<file path="src/design/binary_lifting_path_minimum_unit_assert.svh">
// Assertion macros for the path minimum unit.
// Each check is sampled on the rising edge of aclk and is off while aresetn is low.
`ifndef BINARY_LIFTING_PATH_MINIMUM_UNIT_ASSERT_SVH
`define BINARY_LIFTING_PATH_MINIMUM_UNIT_ASSERT_SVH

`ifndef NO_ASSERTIONS

// The consequent must hold in the same cycle as the antecedent.
`define BLPM_ASSERT_NOW(lbl, ante, cons, msg) \
    lbl: assert property (@(posedge aclk) disable iff (!aresetn) (ante) |-> (cons)) \
        else $error(msg);

// The consequent must hold in the cycle after the antecedent.
`define BLPM_ASSERT_NEXT(lbl, ante, cons, msg) \
    lbl: assert property (@(posedge aclk) disable iff (!aresetn) (ante) |=> (cons)) \
        else $error(msg);

`else

`define BLPM_ASSERT_NOW(lbl, ante, cons, msg)
`define BLPM_ASSERT_NEXT(lbl, ante, cons, msg)

`endif

`endif

</file>
<file path="src/design/blpm_ram.sv">
module blpm_ram #(
    parameter int WIDTH = 8,
    parameter int DEPTH = 16
) (
    input  logic                     aclk,
    input  logic                     wr_en,
    input  logic [$clog2(DEPTH)-1:0] wr_addr,
    input  logic [WIDTH-1:0]         wr_data,
    input  logic [$clog2(DEPTH)-1:0] rd0_addr,
    output logic [WIDTH-1:0]         rd0_data,
    input  logic [$clog2(DEPTH)-1:0] rd1_addr,
    output logic [WIDTH-1:0]         rd1_data
);

    logic [WIDTH-1:0] mem [DEPTH];

    // One write port and two read ports, read data registered.
    always_ff @(posedge aclk) begin
        if (wr_en) begin
            mem[wr_addr] <= wr_data;
        end
        rd0_data <= mem[rd0_addr];
        rd1_data <= mem[rd1_addr];
    end

endmodule

</file>
<file path="config.mk">
export PLATFORM = sky130hd
export DESIGN_NAME = blpm_ram
export DESIGN_NICKNAME = d
export VERILOG_FILES = /design/src/design/binary_lifting_path_minimum_unit_assert.svh /design/src/design/blpm_ram.sv
export SDC_FILE = /design/constraint.sdc
export NUM_CORES = 1
export LEC_CHECK = 0
export BUFFER_PORTS_ARGS = -buffer_cell sky130_fd_sc_hd__buf_2
export CAP_MARGIN = 20
export CELL_PAD_IN_SITES_DETAIL_PLACEMENT = 0
export CELL_PAD_IN_SITES_GLOBAL_PLACEMENT = 1
export CORE_MARGIN = 4
export CORE_UTILIZATION = 30
export CTS_CLUSTER_DIAMETER = 100
export DETAILED_ROUTE_END_ITERATION = 10
export PLACE_DENSITY_LB_ADDON = 0.12
export SLEW_MARGIN = 20
export SYNTH_ARGS = -nofsm -noshare
export SYNTH_HDL_FRONTEND = slang
export SYNTH_SLANG_ARGS = --single-unit
</file>
<file path="constraint.sdc">
create_clock -name aclk -period 2.8 [get_ports aclk]
set_clock_uncertainty 0.1 [all_clocks]
set_input_delay 0 -clock aclk [delete_from_list [all_inputs] [get_ports aclk]]
set_output_delay 0 -clock aclk [all_outputs]
set_load 0.05 [all_outputs]
</file>
==> impl_metrics.json <==
{
  "areaGrowthSynthToFinish_pct": 19.91,
  "path_class": "reg -> reg",
  "leakagePower_uw": 0.002635,
  "grt_max_degree": 33,
  "grtUsageTotal_pct": 14.01,
  "rrSetupSlack_ns": 1.23,
  "cp-start-kind": "flop",
  "rsz0062_at_grt": "no",
  "yosys-top-cells-area": "edfxtp_1, mux4_2, mux4_1, dfxtp_1, a22oi_1",
  "final_nets": 399,
  "dr_total_vias": 3362,
  "yosysTopAreaCell": "edfxtp_1",
  "ctsHoldBuffers": 8,
  "yosysWarnings": 0,
  "die_w_um": 153.4,
  "p_int_uw": 4147,
  "drt_iter0_drc": 203,
  "fillers": 1857,
  "ff2ff_path_depth": 3,
  "grt_overflow": 0,
  "p_seq_share_pct": 45.9,
  "synthesis.nets": 329,
  "comb_power_share_pct": 8.7,
  "place_hpwl_um": 10810,
  "worst_hold_slack_ns": 0.06392,
  "postCtsSetupBuffers": 0,
  "ant_nets": 0,
  "cp-end-kind": "flop",
  "start_util_pct": 30.96,
  "clkTransAtPathRegs_ns": 0.06,
  "dr.pass1.iters": 4,
  "syn_avg_cell_area_um2": 20.67,
  "drt-wirelength-per-cell_um": 24.34,
  "tightestPinTransition_ns": 0.8213,
  "synth_cell_type_count": 20,
  "outcome": "completed",
  "postRouteWirelength_um": 16070,
  "insertion_delay_ns": 0.42,
  "startpoint": "mem[3][7]$_DFFE_PP_",
  "r2r-end": "rd1_data[7]$_DFF_P_",
  "power_switching_uw": 1150,
  "pre_cts_ws_ns": 0.7564,
  "arrival_ns": 1.76,
  "post-route-min-period_ns": 1.575,
  "worstPathRequired_ns": 2.98,
  "layout_setup_ws_ns": 1.225,
  "cts_buffer_depth": 2,
  "diodes": 0,
  "hp-class": "in -> reg",
  "drive_gt1_share_pct": 33.08,
  "cts_buffers": 17,
  "ys_seq_area_share_pct": 65.62,
  "ir_drop_v": 0.0003324,
  "p_sw_share_pct": 21.70,
  "cts.sinks": 144,
  "whs_path_depth": 3,
  "period_share_pct": 56.24,
  "dieArea_um2": 23540,
  "rr_startpoint": "mem[3][7]$_DFFE_PP_",
  "slew_viol_final": 0,
  "cts_tree": "done",
  "setup_viol": 0,
  "syn_area_um2": 6346,
  "grt_pass1_vias": 3667,
  "m1WireLength_um": 6984,
  "cts_root_buf": "clkbuf_16",
  "syn_inst": 307,
  "cap_violations": 0,
  "port_buffers": 37,
  "top_layer_used": "met4",
  "chipHeight_um": 153.4,
  "slew_headroom_pct": 45.13,
  "max_freq_mhz": 635.0,
  "power.clock.fraction_pct": 45.4,
  "num_rows": 52,
  "htreeDepth": 4,
  "most-common-layout-cells": "edfxtp_1, buf_2, mux4_2",
  "grt_pass1_wl_um": 23810,
  "dr_wl_met2_um": 8300,
  "wl_met3_um": 576,
  "synth_top_cell_area_share_pct": 60.57,
  "power_density_nw_per_um2": 696.1,
  "min_to": "mem[0][6]$_DFFE_PP_",
  "cts_resized": 0,
  "drc": 0,
  "crit_path_max_fanout": 2,
  "globalplace.congestion": 0.7217,
  "hold_viol_final": 0,
  "hp-start": "wr_addr[0]",
  "synth.ff_latch_count": 144,
  "mostFrequentLayoutCell": "edfxtp_1",
  "core_area_um2": 20490,
  "antenna_found_initial": 0,
  "setup_tns_ns": 0,
  "io_pins": 38,
  "routed_via_density": 5.094
}
-- power groups by stage --
stage,logic [µW],registers [µW],clock network (µW)
after CTS,473,2430,2460
after floorplan,217,2560,0
after global routing,493,2440,2570
final,463,2430,2400
after detailed placement,465,2480,0
after global placement,465,2480,0
-- stage by stage --
step                      instance area, µm²  power (µW)  std cells  utilization, %
after floorplan                         6346        2780        307               -
after global placement                  6904        2942        620           33.69
after detailed placement                6904        2942        620           33.69
after CTS                               7610        5366        660           37.13
after global routing                    7610        5501        660           37.13
final                                   7610        5297        660           37.13
-- logic make-up after synthesis --
kind of cell           after synthesis  share of synthesized area [%]
DFF                                144                          65.62
and+or+nand+nor                     47                          3.430
buffers and inverters               20                          2.721
AOI/OAI and AO/OA                   32                          3.785
muxes                               64                          24.45
-- cells in the mapped netlist --
cell             number
nor3_1                4
nor2_1               14
dfxtp_1              16
buf_2                 6
and2_1                2
or3b_2                1
a22oi_1              32
buf_4                 2
clkdlybuf4s25_2       6
nand2_1              17
mux4_4                2
nand3_1               1
buf_6                 6
nand2b_1              2
edfxtp_1            128
mux4_1               28
mux4_2               34
and2b_1               2
nor2b_1               2
nand3b_1              2
-- sequential cells by signal, indices dropped and copies added (netlist names) --
| signal | count |
|---|---|
| mem | 128 |
| rd0_data | 8 |
| rd1_data | 8 |
-- worst max-delay path, stage by stage, from the launching register on --
cell and delay [ns]:
edfxtp_1 0.38, mux4_4 0.60, a22oi_1 0.25, nand2_1 0.12
-- worst max-delay path by stage --
stage                     cells after the start             endpoint  slack (ns)
after global routing                          5  rd0_data[6]$_DFF_P_        1.15
after global placement                        5  rd0_data[6]$_DFF_P_        0.75
after floorplan                               2  mem[0][0]$_DFFE_PP_        1.21
final                                         3  rd1_data[7]$_DFF_P_        1.23
after CTS                                     5  rd0_data[6]$_DFF_P_        1.21
after detailed placement                      5  rd0_data[6]$_DFF_P_        0.76
-- layout make-up --
type	instances	area [µm²]	area share, %
sequential	144	4164	54.72
multi-input combinational	143	2009	26.41
timing repair buffer	71	473.0	6.215
clock buffer	19	432.9	5.689
tap	270	337.8	4.439
clock inverter	13	192.7	2.532
-- metal layers --
metal | GRT usage, % | up-vias
met5 | 0 | -
met4 | 4.163 | 0
met3 | 3.449 | 16
met2 | 24.09 | 68
met1 | 17.60 | 1792
li1 | - | 1486
No activity file was read; power rests on OpenSTA's default activity.
